**src/sv/gbn_pkg.sv**
```systemverilog
`timescale 1ns / 1ps
package gbn_pkg;

  typedef enum logic [1:0] {
    CMD_SEND = 2'd0,
    CMD_ACK  = 2'd1,
    CMD_POLL = 2'd2,
    CMD_NOP  = 2'd3
  } cmd_e;

  // raw mode codes on the input channel
  localparam logic [1:0] MODE_SEND = 2'd0;
  localparam logic [1:0] MODE_ACK  = 2'd1;
  localparam logic [1:0] MODE_POLL = 2'd2;

  // configuration register indexes
  localparam int          CFG_IDX_W = 1;
  localparam int          CFG_DATA_W = 16;
  localparam logic [CFG_IDX_W-1:0] CFG_TOTAL = 1'b0;
  localparam logic [CFG_IDX_W-1:0] CFG_WAIT  = 1'b1;

  localparam logic [15:0] TOTAL_RST = 16'd0;
  localparam logic [7:0]  WAIT_RST  = 8'd10;

  localparam int SEQ_OUT_W = 5;

  // command queue between front and back
  localparam int QUEUE_DEPTH = 2;
  localparam int QPTR_W      = 1;

  typedef struct packed {
    cmd_e       kind;
    logic       ack_ok;     // ack code names a ring slot
    logic [7:0] ack_code;
    logic [7:0] ack_count;
  } cmd_t;

endpackage

```
**src/sv/gbn_if.sv**
```systemverilog
`timescale 1ns / 1ps
interface gbn_in_if;
  logic       valid;
  logic       ready;
  logic [1:0] mode;
  logic [7:0] ack_code;
  logic [7:0] ack_count;

  modport source (output valid, mode, ack_code, ack_count, input ready);
  modport sink   (input valid, mode, ack_code, ack_count, output ready);
endinterface

interface gbn_out_if;
  logic               valid;
  logic               ready;
  logic               send_valid;
  logic [4:0]         send_seq;
  logic               rewound;
  logic signed [15:0] sent_total;
  logic               done_res;

  modport source (output valid, send_valid, send_seq, rewound, sent_total, done_res,
                  input ready);
  modport sink   (input valid, send_valid, send_seq, rewound, sent_total, done_res,
                  output ready);
endinterface

```
**src/sv/gbn_front.sv**
```systemverilog
`timescale 1ns / 1ps
module gbn_front
  import gbn_pkg::*;
#(
  parameter int SEQ_COUNT = 20
) (
  gbn_in_if.sink in_i,
  output logic   push_valid_o,
  output cmd_t   push_cmd_o,
  input  logic   push_ready_i
);

  localparam logic [7:0] SeqMax = 8'(SEQ_COUNT);

  always_comb begin
    push_cmd_o.ack_code  = in_i.ack_code;
    push_cmd_o.ack_count = in_i.ack_count;
    push_cmd_o.ack_ok    = (in_i.ack_code != 8'd0) && (in_i.ack_code <= SeqMax);
    unique case (in_i.mode)
      MODE_SEND: push_cmd_o.kind = CMD_SEND;
      MODE_ACK:  push_cmd_o.kind = CMD_ACK;
      MODE_POLL: push_cmd_o.kind = CMD_POLL;
      default:   push_cmd_o.kind = CMD_NOP;
    endcase
  end

  assign push_valid_o = in_i.valid;
  assign in_i.ready   = push_ready_i;

endmodule

```
**src/sv/gbn_queue.sv**
```systemverilog
`timescale 1ns / 1ps
module gbn_queue
  import gbn_pkg::*;
(
  input  logic clk_i,
  input  logic rst_ni,
  input  logic push_valid_i,
  input  cmd_t push_cmd_i,
  output logic push_ready_o,
  output logic pop_valid_o,
  output cmd_t pop_cmd_o,
  input  logic pop_ready_i
);

  cmd_t              mem_q [QUEUE_DEPTH];
  logic [QPTR_W-1:0] wr_q, rd_q;
  logic [QPTR_W:0]   cnt_q;
  logic              push, pop;

  assign push_ready_o = (cnt_q != (QPTR_W+1)'(QUEUE_DEPTH));
  assign pop_valid_o  = (cnt_q != '0);
  assign pop_cmd_o    = mem_q[rd_q];
  assign push         = push_valid_i && push_ready_o;
  assign pop          = pop_valid_o && pop_ready_i;

  always_ff @(posedge clk_i or negedge rst_ni) begin
    if (!rst_ni) begin
      wr_q  <= '0;
      rd_q  <= '0;
      cnt_q <= '0;
    end else begin
      if (push) wr_q <= wr_q + 1'b1;
      if (pop)  rd_q <= rd_q + 1'b1;
      if (push && !pop)      cnt_q <= cnt_q + 1'b1;
      else if (pop && !push) cnt_q <= cnt_q - 1'b1;
    end
  end

  always_ff @(posedge clk_i) begin
    if (push) mem_q[wr_q] <= push_cmd_i;
  end

endmodule

```
**src/sv/gbn_back.sv**
```systemverilog
`timescale 1ns / 1ps
module gbn_back
  import gbn_pkg::*;
#(
  parameter int SEQ_COUNT = 20,
  parameter int WINDOW    = 10
) (
  input  logic                  clk_i,
  input  logic                  rst_ni,
  input  logic                  cfg_we_i,
  input  logic [CFG_IDX_W-1:0]  cfg_idx_i,
  input  logic [CFG_DATA_W-1:0] cfg_data_i,
  input  logic                  cmd_valid_i,
  input  cmd_t                  cmd_i,
  output logic                  cmd_ready_o,
  gbn_out_if.source             out_o
);

  localparam int SeqW = (SEQ_COUNT > 1) ? $clog2(SEQ_COUNT) : 1;
  localparam logic [SeqW:0] SeqCnt = (SeqW+1)'(SEQ_COUNT);
  localparam logic [8:0]    WinV   = 9'(WINDOW);

  logic [SEQ_COUNT-1:0] free_q, free_d;
  logic [SeqW-1:0]      next_q, next_d, base_q, base_d;
  logic signed [15:0]   sent_q, sent_d;
  logic [7:0]           idle_q, idle_d;
  logic                 fin_q, fin_d;
  logic [15:0]          total_q;
  logic [7:0]           wait_q;

  logic                 ovld_q;
  logic                 o_send_q, o_rew_q, o_done_q;
  logic [SEQ_OUT_W-1:0] o_seq_q;
  logic signed [15:0]   o_sent_q;

  logic                 take;
  logic                 send_ok, rew;
  logic [SEQ_OUT_W-1:0] seq_res;
  logic [SeqW:0]        next_x, base_x, span, idx_x;
  logic [SeqW-1:0]      idx;
  logic [8:0]           idle_inc;
  logic signed [16:0]   dec;
  logic [SEQ_COUNT-1:0] ack_mask, rw_mask;

  assign cmd_ready_o = !ovld_q || out_o.ready;
  assign take        = cmd_valid_i && cmd_ready_o;

  assign next_x   = {1'b0, next_q};
  assign base_x   = {1'b0, base_q};
  assign span     = (next_x >= base_x) ? (next_x - base_x) : (next_x + SeqCnt - base_x);
  assign idx      = SeqW'(cmd_i.ack_code - 8'd1);
  assign idx_x    = {1'b0, idx};
  assign idle_inc = {1'b0, idle_q} + 9'd1;
  assign dec      = {sent_q[15], sent_q} - $signed(17'(WINDOW));

  // per-slot masks: cumulative ack range and rewind window, both with wrap
  always_comb begin
    logic [SeqW:0] iv, di;
    for (int i = 0; i < SEQ_COUNT; i++) begin
      iv = (SeqW+1)'(i);
      di = (iv >= base_x) ? (iv - base_x) : (iv + SeqCnt - base_x);
      if (base_x <= idx_x) ack_mask[i] = (iv >= base_x) && (iv <= idx_x);
      else                 ack_mask[i] = (iv >= base_x) || (iv <= idx_x);
      rw_mask[i] = (9'(di) < WinV);
    end
  end

  always_comb begin
    free_d  = free_q;
    next_d  = next_q;
    base_d  = base_q;
    sent_d  = sent_q;
    idle_d  = idle_q;
    fin_d   = fin_q;
    send_ok = 1'b0;
    rew     = 1'b0;
    seq_res = '0;
    if (!fin_q) begin
      unique case (cmd_i.kind)
        CMD_SEND: begin
          if ((9'(span) < WinV) && free_q[next_q] && (16'(next_q) < total_q)) begin
            send_ok        = 1'b1;
            seq_res        = SEQ_OUT_W'(next_x + 1'b1);
            free_d[next_q] = 1'b0;
            next_d         = (next_x == SeqCnt - 1'b1) ? '0 : next_q + 1'b1;
            if (sent_q != 16'sh7fff) sent_d = sent_q + 16'sd1;
          end
        end
        CMD_ACK: begin
          if (cmd_i.ack_ok) begin
            free_d = free_q | ack_mask;
            base_d = (idx_x == SeqCnt - 1'b1) ? '0 : idx + 1'b1;
          end
          idle_d = '0;
          if (16'(cmd_i.ack_count) >= total_q) fin_d = 1'b1;
        end
        CMD_POLL: begin
          if (idle_inc > {1'b0, wait_q}) begin
            rew    = 1'b1;
            free_d = free_q | rw_mask;
            // clamp at the most negative value
            sent_d = (dec[16:15] == 2'b10) ? 16'sh8000 : dec[15:0];
            next_d = base_q;
            idle_d = '0;
          end else begin
            idle_d = idle_inc[7:0];
          end
        end
        default: ;
      endcase
    end
  end

  always_ff @(posedge clk_i or negedge rst_ni) begin
    if (!rst_ni) begin
      free_q  <= '1;
      next_q  <= '0;
      base_q  <= '0;
      sent_q  <= '0;
      idle_q  <= '0;
      fin_q   <= 1'b0;
      total_q <= TOTAL_RST;
      wait_q  <= WAIT_RST;
      ovld_q  <= 1'b0;
    end else begin
      if (cfg_we_i) begin
        unique case (cfg_idx_i)
          CFG_TOTAL: total_q <= cfg_data_i;
          CFG_WAIT:  wait_q  <= cfg_data_i[7:0];
          default: ;
        endcase
      end
      if (take) begin
        free_q <= free_d;
        next_q <= next_d;
        base_q <= base_d;
        sent_q <= sent_d;
        idle_q <= idle_d;
        fin_q  <= fin_d;
      end
      if (take)             ovld_q <= 1'b1;
      else if (out_o.ready) ovld_q <= 1'b0;
    end
  end

  always_ff @(posedge clk_i) begin
    if (take) begin
      o_send_q <= send_ok;
      o_seq_q  <= seq_res;
      o_rew_q  <= rew;
      o_sent_q <= sent_d;
      o_done_q <= fin_d;
    end
  end

  assign out_o.valid      = ovld_q;
  assign out_o.send_valid = o_send_q;
  assign out_o.send_seq   = o_seq_q;
  assign out_o.rewound    = o_rew_q;
  assign out_o.sent_total = o_sent_q;
  assign out_o.done_res   = o_done_q;

endmodule

```
**src/sv/go_back_n_sender_window.sv**
```systemverilog
`timescale 1ns / 1ps
// Channel   Dir  Payload                                          Handshake
// in_i      in   mode, ack_code, ack_count                        valid/ready
// out_o     out  send_valid, send_seq, rewound, sent_total,       valid/ready
//                done_res
// cfg       in   cfg_idx_i, cfg_data_i                            cfg_we_i
//
// One beat in, one beat out, one beat per cycle sustained while out_o is ready:
// the front writes the decoded beat into a 2-entry queue, and from there the back
// updates the window state and the output register together.
// Reset clears the window (all slots free) and loads register defaults; no
// clearing pass. Either side may stall on its own; the queue absorbs it.
module go_back_n_sender_window
  import gbn_pkg::*;
#(
  parameter int SEQ_COUNT = 20,
  parameter int WINDOW    = 10
) (
  input  logic                  clk_i,
  input  logic                  rst_ni,
  input  logic                  cfg_we_i,
  input  logic [CFG_IDX_W-1:0]  cfg_idx_i,
  input  logic [CFG_DATA_W-1:0] cfg_data_i,
  gbn_in_if.sink                in_i,
  gbn_out_if.source             out_o
);

  logic push_valid, push_ready, pop_valid, pop_ready;
  cmd_t push_cmd, pop_cmd;

  gbn_front #(
    .SEQ_COUNT(SEQ_COUNT)
  ) u_front (
    .in_i         (in_i),
    .push_valid_o (push_valid),
    .push_cmd_o   (push_cmd),
    .push_ready_i (push_ready)
  );

  gbn_queue u_queue (
    .clk_i        (clk_i),
    .rst_ni       (rst_ni),
    .push_valid_i (push_valid),
    .push_cmd_i   (push_cmd),
    .push_ready_o (push_ready),
    .pop_valid_o  (pop_valid),
    .pop_cmd_o    (pop_cmd),
    .pop_ready_i  (pop_ready)
  );

  gbn_back #(
    .SEQ_COUNT(SEQ_COUNT),
    .WINDOW   (WINDOW)
  ) u_back (
    .clk_i       (clk_i),
    .rst_ni      (rst_ni),
    .cfg_we_i    (cfg_we_i),
    .cfg_idx_i   (cfg_idx_i),
    .cfg_data_i  (cfg_data_i),
    .cmd_valid_i (pop_valid),
    .cmd_i       (pop_cmd),
    .cmd_ready_o (pop_ready),
    .out_o       (out_o)
  );

endmodule
```
**src/flat_wrapper.sv**
```systemverilog
// flat-port wrapper written by rule: the top's interface ports become plain ports
module go_back_n_sender_window_flat import gbn_pkg::*;
#(
  parameter int SEQ_COUNT = 20,
  parameter int WINDOW    = 10
)
  (clk_i, rst_ni, cfg_we_i, cfg_idx_i, cfg_data_i, in_i_valid, in_i_mode, in_i_ack_code, in_i_ack_count, in_i_ready, out_o_valid, out_o_send_valid, out_o_send_seq, out_o_rewound, out_o_sent_total, out_o_done_res, out_o_ready);
  gbn_in_if in_i_i ();
  gbn_out_if out_o_i ();
  input  logic clk_i;
  input  logic rst_ni;
  input  logic cfg_we_i;
  input  logic [CFG_IDX_W-1:0] cfg_idx_i;
  input  logic [CFG_DATA_W-1:0] cfg_data_i;
  input wire logic [$bits(in_i_i.valid)-1:0] in_i_valid;
  input wire logic [$bits(in_i_i.mode)-1:0] in_i_mode;
  input wire logic [$bits(in_i_i.ack_code)-1:0] in_i_ack_code;
  input wire logic [$bits(in_i_i.ack_count)-1:0] in_i_ack_count;
  output wire logic [$bits(in_i_i.ready)-1:0] in_i_ready;
  output wire logic [$bits(out_o_i.valid)-1:0] out_o_valid;
  output wire logic [$bits(out_o_i.send_valid)-1:0] out_o_send_valid;
  output wire logic [$bits(out_o_i.send_seq)-1:0] out_o_send_seq;
  output wire logic [$bits(out_o_i.rewound)-1:0] out_o_rewound;
  output wire logic [$bits(out_o_i.sent_total)-1:0] out_o_sent_total;
  output wire logic [$bits(out_o_i.done_res)-1:0] out_o_done_res;
  input wire logic [$bits(out_o_i.ready)-1:0] out_o_ready;
  assign in_i_i.valid = in_i_valid;
  assign in_i_i.mode = in_i_mode;
  assign in_i_i.ack_code = in_i_ack_code;
  assign in_i_i.ack_count = in_i_ack_count;
  assign in_i_ready = in_i_i.ready;
  assign out_o_valid = out_o_i.valid;
  assign out_o_send_valid = out_o_i.send_valid;
  assign out_o_send_seq = out_o_i.send_seq;
  assign out_o_rewound = out_o_i.rewound;
  assign out_o_sent_total = out_o_i.sent_total;
  assign out_o_done_res = out_o_i.done_res;
  assign out_o_i.ready = out_o_ready;
  go_back_n_sender_window #(.SEQ_COUNT(SEQ_COUNT), .WINDOW(WINDOW)) u_core (.clk_i(clk_i), .rst_ni(rst_ni), .cfg_we_i(cfg_we_i), .cfg_idx_i(cfg_idx_i), .cfg_data_i(cfg_data_i), .in_i(in_i_i), .out_o(out_o_i));
endmodule
```
**config.mk**
```make
export PLATFORM = sky130hd
export DESIGN_NAME = go_back_n_sender_window_flat
export DESIGN_NICKNAME = d
export VERILOG_FILES = /design/src/sv/gbn_pkg.sv /design/src/sv/gbn_if.sv /design/src/sv/gbn_front.sv /design/src/sv/gbn_queue.sv /design/src/sv/gbn_back.sv /design/src/sv/go_back_n_sender_window.sv /design/src/flat_wrapper.sv
export SDC_FILE = /design/constraint.sdc
export NUM_CORES = 1
export LEC_CHECK = 0
export BUFFER_PORTS_ARGS = -buffer_cell sky130_fd_sc_hd__buf_2
export CAP_MARGIN = 20
export CORE_ASPECT_RATIO = 1.75
export CORE_MARGIN = 1
export CORE_UTILIZATION = 56
export CTS_CLUSTER_SIZE = 25
export DETAILED_ROUTE_END_ITERATION = 8
export GPL_TIMING_DRIVEN = 0
export PLACE_DENSITY = 0.77
export SYNTH_ARGS = -nofsm -noshare
export SYNTH_HDL_FRONTEND = slang
export SYNTH_SLANG_ARGS = --single-unit
```
**constraint.sdc**
```tcl
create_clock -name clk_i -period 4.1 [get_ports clk_i]
set_clock_uncertainty 0.15 [all_clocks]
set_input_delay 0.205 -clock clk_i [delete_from_list [all_inputs] [get_ports clk_i]]
set_output_delay 0.205 -clock clk_i [all_outputs]
set_load 0.005 [all_outputs]
```
==> results.cfg, run 1 <==
[setup_path]
path_common_cell = ha_1
crit_chain = clkinvlp_4 > buf_12 > ha_1 > fa_1 > inv_1 > ha_1 > o221ai_1 > o2111ai_1 > nor3_2 > o21ai_4 > buf_2 > or4b_1 > a31oi_1 > o21ai_1
cp_slowest_cell = fa_1
critPathTopFamily = adder cells
startpoint_type = register
end_kind = register
path_max_fanout = 15
cp_data_arrival_time_ns = 4.03
crit_type = reg -> reg
cp.buffers_inverters = 4
crit_required_ns = 4.11
crit_path_max_incr_delay_ns = 0.52

[run_status]
status = finished, final reports clean

[grt]
grt_pass1_vias = 10862
overflow = 0
grt_max_degree = 47
grt_pass1_wl_um = 61000
grt_use_total = 0.423
antenna_found_initial = 2

[timing]
hold_viol_final = 0
max_slew_margin = 0.285
min_period_ns = 4.03
hold_slack_ns = 0.0230
slew_violations = 0
finalCritPeriodShare = 0.982
setup_viol_count_final = 0
final.setup.tns_ns = 0
worst_pin_slew_ns = 1.07
timing.fmax_ghz = 0.248

[synthesis]
synth_nets = 1326
yosys.area.top_type = edfxtp_1
yosys-top-cells-area = edfxtp_1 16%, dfrtp_1 14%, ha_1 9.1%
ys_seq_area_frac = 0.354
ys_warn_count = 0
syn_inst = 1205
synth_common_cells = 113 x nand2_1, 89 x o21ai_0, 79 x nor2_1, 78 x ha_1, 73 x a21oi_1
synth_top_area_share = 0.156
ys.flop_type = dfrtp_1
synthArstFlopShare = 0.600
synth_area_per_cell_sq_um = 8.93
synth_edf_count = 56
yosys.cell_count.top_type = nand2_1
ys_ff_latch = 140
ys_types = 91
syn_area_sq_mm = 0.0108

[finish]
area_growth_pct = 19.1
drive_above_1_share = 0.193
nFillCells = 1465
final_nets = 1467

[die]
core-area_sq_mm = 0.0187
die_x_um = 107
die_y_um = 185
initial_core_util = 0.574
ios = 66
fp-row-count = 66
dieArea_sq_mm = 0.0198

[detailed_routing]
avgViaCountPerCell = 6.76
totalWireLength_um = 40900
postRouteAntennaNets = 0
drtIter0Drc = 1026
route.detailed.drc = 0
avgRoutedWirePerCell_um = 25.6
vias = 10803
first_pass_iters = 8

[clock_tree]
cts.sinks = 140
cts_root_buffer = clkbuf_16
clock_latency_ns = 0.44
cts_tree = yes
h-tree-depth = 4
numCtsBuffers = 17
clk_pin_slew_ns = 0.07
clk_path_buf_depth = 2

[power_and_ir_drop]
p_per_area_mw_per_mm2 = 931
ir_worst_vdd_v = 0.000541
p_leak_nw = 5.21
design_power_total_mw = 11.9

[min_path]
hold_path_class = in -> reg

[place]
dp_hpwl_um = 28100
place_congestion = 1.06
io_buffer_count = 63

[flow_run]
maxCapViolCount = 0
-- placed cells by master, fill, tap and decap left out, drive strengths merged, types with 11 or more instances in the layout --
cell type	count
o22ai	11
o21ai	94
nand3	43
dfstp	22
nand4	12
ha	78
edfxtp	56
mux2i	11
and3	12
nand2	113
inv	67
nor2	81
a21o	15
dlygate4sd3	34
mux2	27
a31oi	27
clkbuf	71
nor3	40
o211ai	15
dfrtp	62
nor4	11
nor2b	12
nand2b	15
a21oi	74
buf	114
xnor2	27
-- timing repair --
item                                    in CTS  in global routing
hold buffers                                34                  0
pin swaps                                    2                 11
gates cloned                                 0                  1
endpoints found under the setup margin      63                 48
hold endpoints to repair                    96                  0
buffers inserted                             5                 18
resized for setup                           40                 48
-- where the power goes --
part / switching, mW / leakage (nW) / internal, mW
sequential: 0.303 / 1.52 / 1.93
combinational: 5.34 / 3.42 / 2.88
clock: 0.657 / 0.269 / 0.821
-- tightest hold or removal path: cells and delay by family --
family,cells,cell delay [ns]
simple gates,1,0.11
buf+inv,1,0.09
compound gates,1,0.05
-- registers in the layout, summed over array words and instances, names as in the netlist --
name / flops
u_core.u_back.out_o.send_valid: 1
u_core.u_back.base_q: 5
u_core.u_back.next_q: 5
u_core.u_back.wait_q: 8
u_core.u_back.idle_q: 8
u_core.u_back.out_o.valid: 1
u_core.u_queue.rd_q: 1
u_core.u_queue.cnt_q: 2
u_core.u_back.total_q: 16
u_core.u_queue.mem_q: 32
u_core.u_back.sent_q: 16
u_core.u_back.free_q: 20
u_core.u_back.out_o.send_seq: 5
u_core.u_queue.wr_q: 1
u_core.u_back.out_o.done_res: 1
u_core.u_back.out_o.sent_total: 16
u_core.u_back.out_o.rewound: 1
u_core.u_back.fin_q: 1
-- cells by family after synthesis --
| logic type | count (synthesis) | share of synthesized area |
|---|---|---|
| AND/OR/NAND/NOR | 381 | 0.172 |
| AO/OA/AOI/OAI | 374 | 0.236 |
| buffers and inverters | 141 | 0.0524 |
| flip-flops | 140 | 0.354 |
| adder cells (fa/ha/maj) | 90 | 0.105 |
| multiplexers | 43 | 0.0504 |
| XOR/XNOR | 36 | 0.0300 |
-- final timing paths --
kind | cells after the start | start | endpoint | slack [ns]
worst max-delay path | 14 | u_core.u_back.base_q[1] | u_core.u_back.out_o.sent_total[4] | 0.07
worst min-delay path | 3 | in_i_ack_code[6] | u_core.u_queue.mem_q[1][16] | 0.02
worst max register to register | 14 | u_core.u_back.base_q[1] | u_core.u_back.out_o.sent_total[4] | 0.07
worst min register to register | 2 | u_core.u_back.free_q[15] | u_core.u_back.free_q[15] | 0.35
max in group asynchronous | 3 | rst_ni | u_core.u_back.free_q[7] | 2.92
min in group asynchronous | 2 | rst_ni | u_core.u_back.total_q[10] | 0.16
-- metrics by stage --
stage	util	instances	instance area, sq um	setup slack (ns)
4_1_cts	0.666	1578	12500	-0.0319
5_1_grt	0.684	1597	12800	-0.0737
2_1_floorplan	-	1205	10800	0.0475
3_5_place_dp	0.610	1509	11400	-1.04
6_report	0.684	1598	12800	0.0740
3_3_place_gp	0.607	1506	11400	-0.976
-- layer usage --
layer | vias up | part of all wire | global-route usage
met3 | 293 | 0.084 | 0.118
met1 | 5041 | 0.30 | 0.382
met5 | - | 0 | 0
met4 | 0 | 0.11 | 0.397
li1 | 4784 | - | -
met2 | 685 | 0.50 | 0.747
-- area by class of cell --
type | count | area (sq um) | area share
clock inverters | 13 | 103 | 0.00801
plain buffers | 75 | 392 | 0.0306
clock buffers | 19 | 454 | 0.0354
diodes | 1 | 2.50 | 0.000195
flip-flops and latches | 140 | 3820 | 0.298
multi-input cells | 924 | 6600 | 0.515
well taps | 238 | 298 | 0.0232
inverters | 63 | 253 | 0.0197
repair buffers | 125 | 895 | 0.0698
No activity file was read; power rests on OpenSTA's default activity.
==> inputs of run 2 (changes only) <==
--- a/config.mk
+++ b/config.mk
@@ -6,14 +6,15 @@
 export NUM_CORES = 1
 export LEC_CHECK = 0
 export BUFFER_PORTS_ARGS = -buffer_cell sky130_fd_sc_hd__buf_2
-export CAP_MARGIN = 20
+export CAP_MARGIN = 15
 export CORE_ASPECT_RATIO = 1.75
 export CORE_MARGIN = 1
-export CORE_UTILIZATION = 56
+export CORE_UTILIZATION = 57
 export CTS_CLUSTER_SIZE = 25
 export DETAILED_ROUTE_END_ITERATION = 8
 export GPL_TIMING_DRIVEN = 0
-export PLACE_DENSITY = 0.77
+export PLACE_DENSITY = 0.78
 export SYNTH_ARGS = -nofsm -noshare
 export SYNTH_HDL_FRONTEND = slang
+export SYNTH_HIERARCHICAL = 1
 export SYNTH_SLANG_ARGS = --single-unit
==> run 2 against run 1 <==
Net effect:
- fmax fell by 1.1%
- power fell by 1.4%
- the run now ends with design-rule violations left
- critical endpoint is now u_core/u_back/sent_q[13]
- cell area fell by 1.5%
- worst hold slack improved by 0.025 ns
- via count fell by 3.9%
==> results.cfg, run 2 <==
[finish]
seqCellArea_sq_mm = 0.00382
mostFrequentLayoutCell = nand2_1
antenna_cells = 0
reg_top3 = u_core/u_queue/mem_q x32, u_core/u_back/free_q x20
fin_util = 0.682
multiInputGateArea_sq_mm = 0.00641
area_growth_pct = 17.8
nFillCells = 1487
largest_register_ffs = 32
drive_above_1_share = 0.205
fin_area_sq_mm = 0.0126
final_nets = 1427
top_register = u_core/u_queue/mem_q
layout_common_cells = 97 x nand2_1, 82 x a21oi_1, 80 x o21ai_0

[detailed_routing]
postRouteAntennaNets = 0
first_pass_iters = 9
avgViaCountPerCell = 6.67
vias = 10382
route.detailed.drc = 1
totalWireLength_um = 36900
drtIter0Drc = 966
avgRoutedWirePerCell_um = 23.7

[synthesis]
syn_area_sq_mm = 0.0107
ys_warn_count = 6
synth_nets = 1306
syn_inst = 1185
synth_area_per_cell_sq_um = 9.04

[flow_run]
maxCapViolCount = 0

[timing]
min_period_ns = 4.07
slew_violations = 0
setup_viol_count_final = 0
max_slew_margin = 0.393
timing.fmax_ghz = 0.246
finalCritPeriodShare = 0.992
final.setup.tns_ns = 0
hold_slack_ns = 0.0479
hold_viol_final = 0
worst_pin_slew_ns = 0.903

[min_path]
hold_path_class = in -> async

[setup_path]
critPathTopFamily = adder cells
crit_type = reg -> reg
rr_worst_depth = 15
cp_slowest_cell = fa_1
worstSetupStartpoint = u_core/u_back/base_q[1]
cp.depth = 15
crit_path_max_incr_delay_ns = 0.55
crit_required_ns = 4.27
rrSetupSlack_ns = 0.03
path_max_fanout = 4
timing.rr.start = u_core/u_back/base_q[1]
path_common_cell = ha_2
crit_chain = inv_2 > clkbuf_16 > ha_2 > fa_1 > inv_1 > ha_2 > or2_2 > o221a_2 > nor3_2 > o2111a_2 > o211ai_4 > buf_6 > or4_1 > a31o_1 > mux2_2
startpoint_type = register
end_kind = register
cp.buffers_inverters = 4
cp_data_arrival_time_ns = 4.23

[grt]
overflow = 0
grt_use_total = 0.391
grt_pass1_vias = 10492
grt_pass1_wl_um = 57100
grt_max_degree = 67
antenna_found_initial = 0

[clock_tree]
numCtsBuffers = 17
clk_path_buf_depth = 2
h-tree-depth = 4
clk_pin_slew_ns = 0.07
cts_root_buffer = clkbuf_16
clock_latency_ns = 0.43
cts_tree = yes
cts.sinks = 140

[die]
initial_core_util = 0.579
die_y_um = 183
die_x_um = 106
dieArea_sq_mm = 0.0194
fp-row-count = 66
core-area_sq_mm = 0.0185
ios = 66

[run_status]
violations = design-rule violations
status = finished with violations

[place]
place_congestion = 1.04
io_buffer_count = 54
place_area_sq_mm = 0.0113
dp_hpwl_um = 26400

[power_and_ir_drop]
ir_worst_vdd_v = 0.000756
p_per_area_mw_per_mm2 = 932
p_leak_nw = 5.07
[run 2: final timing paths]
check,end
worst max-delay path,u_core/u_back/sent_q[13]
worst min-delay path,u_core/u_back/idle_q[0]
worst max register to register,u_core/u_back/sent_q[13]
worst min register to register,u_core/u_back/free_q[12]
max in group asynchronous,u_core/u_back/free_q[8]
min in group clk_i,u_core/u_back/total_q[0]
[run 2: layout make-up]
class | instances | area share
well taps | 238 | 0.0236
plain buffers | 85 | 0.0403
clock inverters | 14 | 0.0115
inverters | 58 | 0.0183
clock buffers | 18 | 0.0348
repair buffers | 105 | 0.0609
flip-flops and latches | 140 | 0.303
multi-input cells | 898 | 0.508
repair inverters | 1 | 0.000397
[run 2: per-layer routing]
metal / vias to the layer above / GRT usage / wire [um]
li1: 4648 / - / -
met1: 4928 / 0.379 / 12100
met2: 574 / 0.710 / 18900
met3: 232 / 0.0640 / 2320
met4: 0 / 0.340 / 3660
met5: - / 0 / 0
[run 2: where the power goes]
group          switching [mW]  leakage (nW)  total [mW]  internal (mW)
Sequential              0.347          1.51        2.37           2.03
Combinational            4.98          3.27        7.84           2.87
Clock                   0.673         0.285        1.55          0.875
Total                    6.00          5.07        11.8           5.77
[run 2: through the flow]
stage / cells / power (mW) / setup slack [ns]
detailed placement: 1479 / 9.25 / -0.968
CTS: 1549 / 11.2 / 0.0224
floorplan: 1185 / 7.06 / 0.0170
finish: 1557 / 11.8 / 0.0308
global placement: 1477 / 9.15 / -0.966
global route: 1557 / 12.4 / -0.0416
[run 2: worst register-to-register path, cell delays in order, from the launching register on]
cell and delay, ns:
dfrtp_2 0.42, inv_2 0.07, clkbuf_16 0.15, ha_2 0.17, fa_1 0.55, inv_1 0.07
ha_2 0.20, or2_2 0.29, o221a_2 0.25, nor3_2 0.10, o2111a_2 0.22, o211ai_4 0.11
buf_6 0.17, or4_1 0.51, a31o_1 0.26, mux2_2 0.27
[run 2: what timing repair did]
item,CTS,global route
resized for setup,44,33
cloned,0,1
hold buffers,34,0
setup endpoints to repair,63,40
endpoints found under the hold margin,120,0
buffers inserted,7,8
pin swaps,6,8
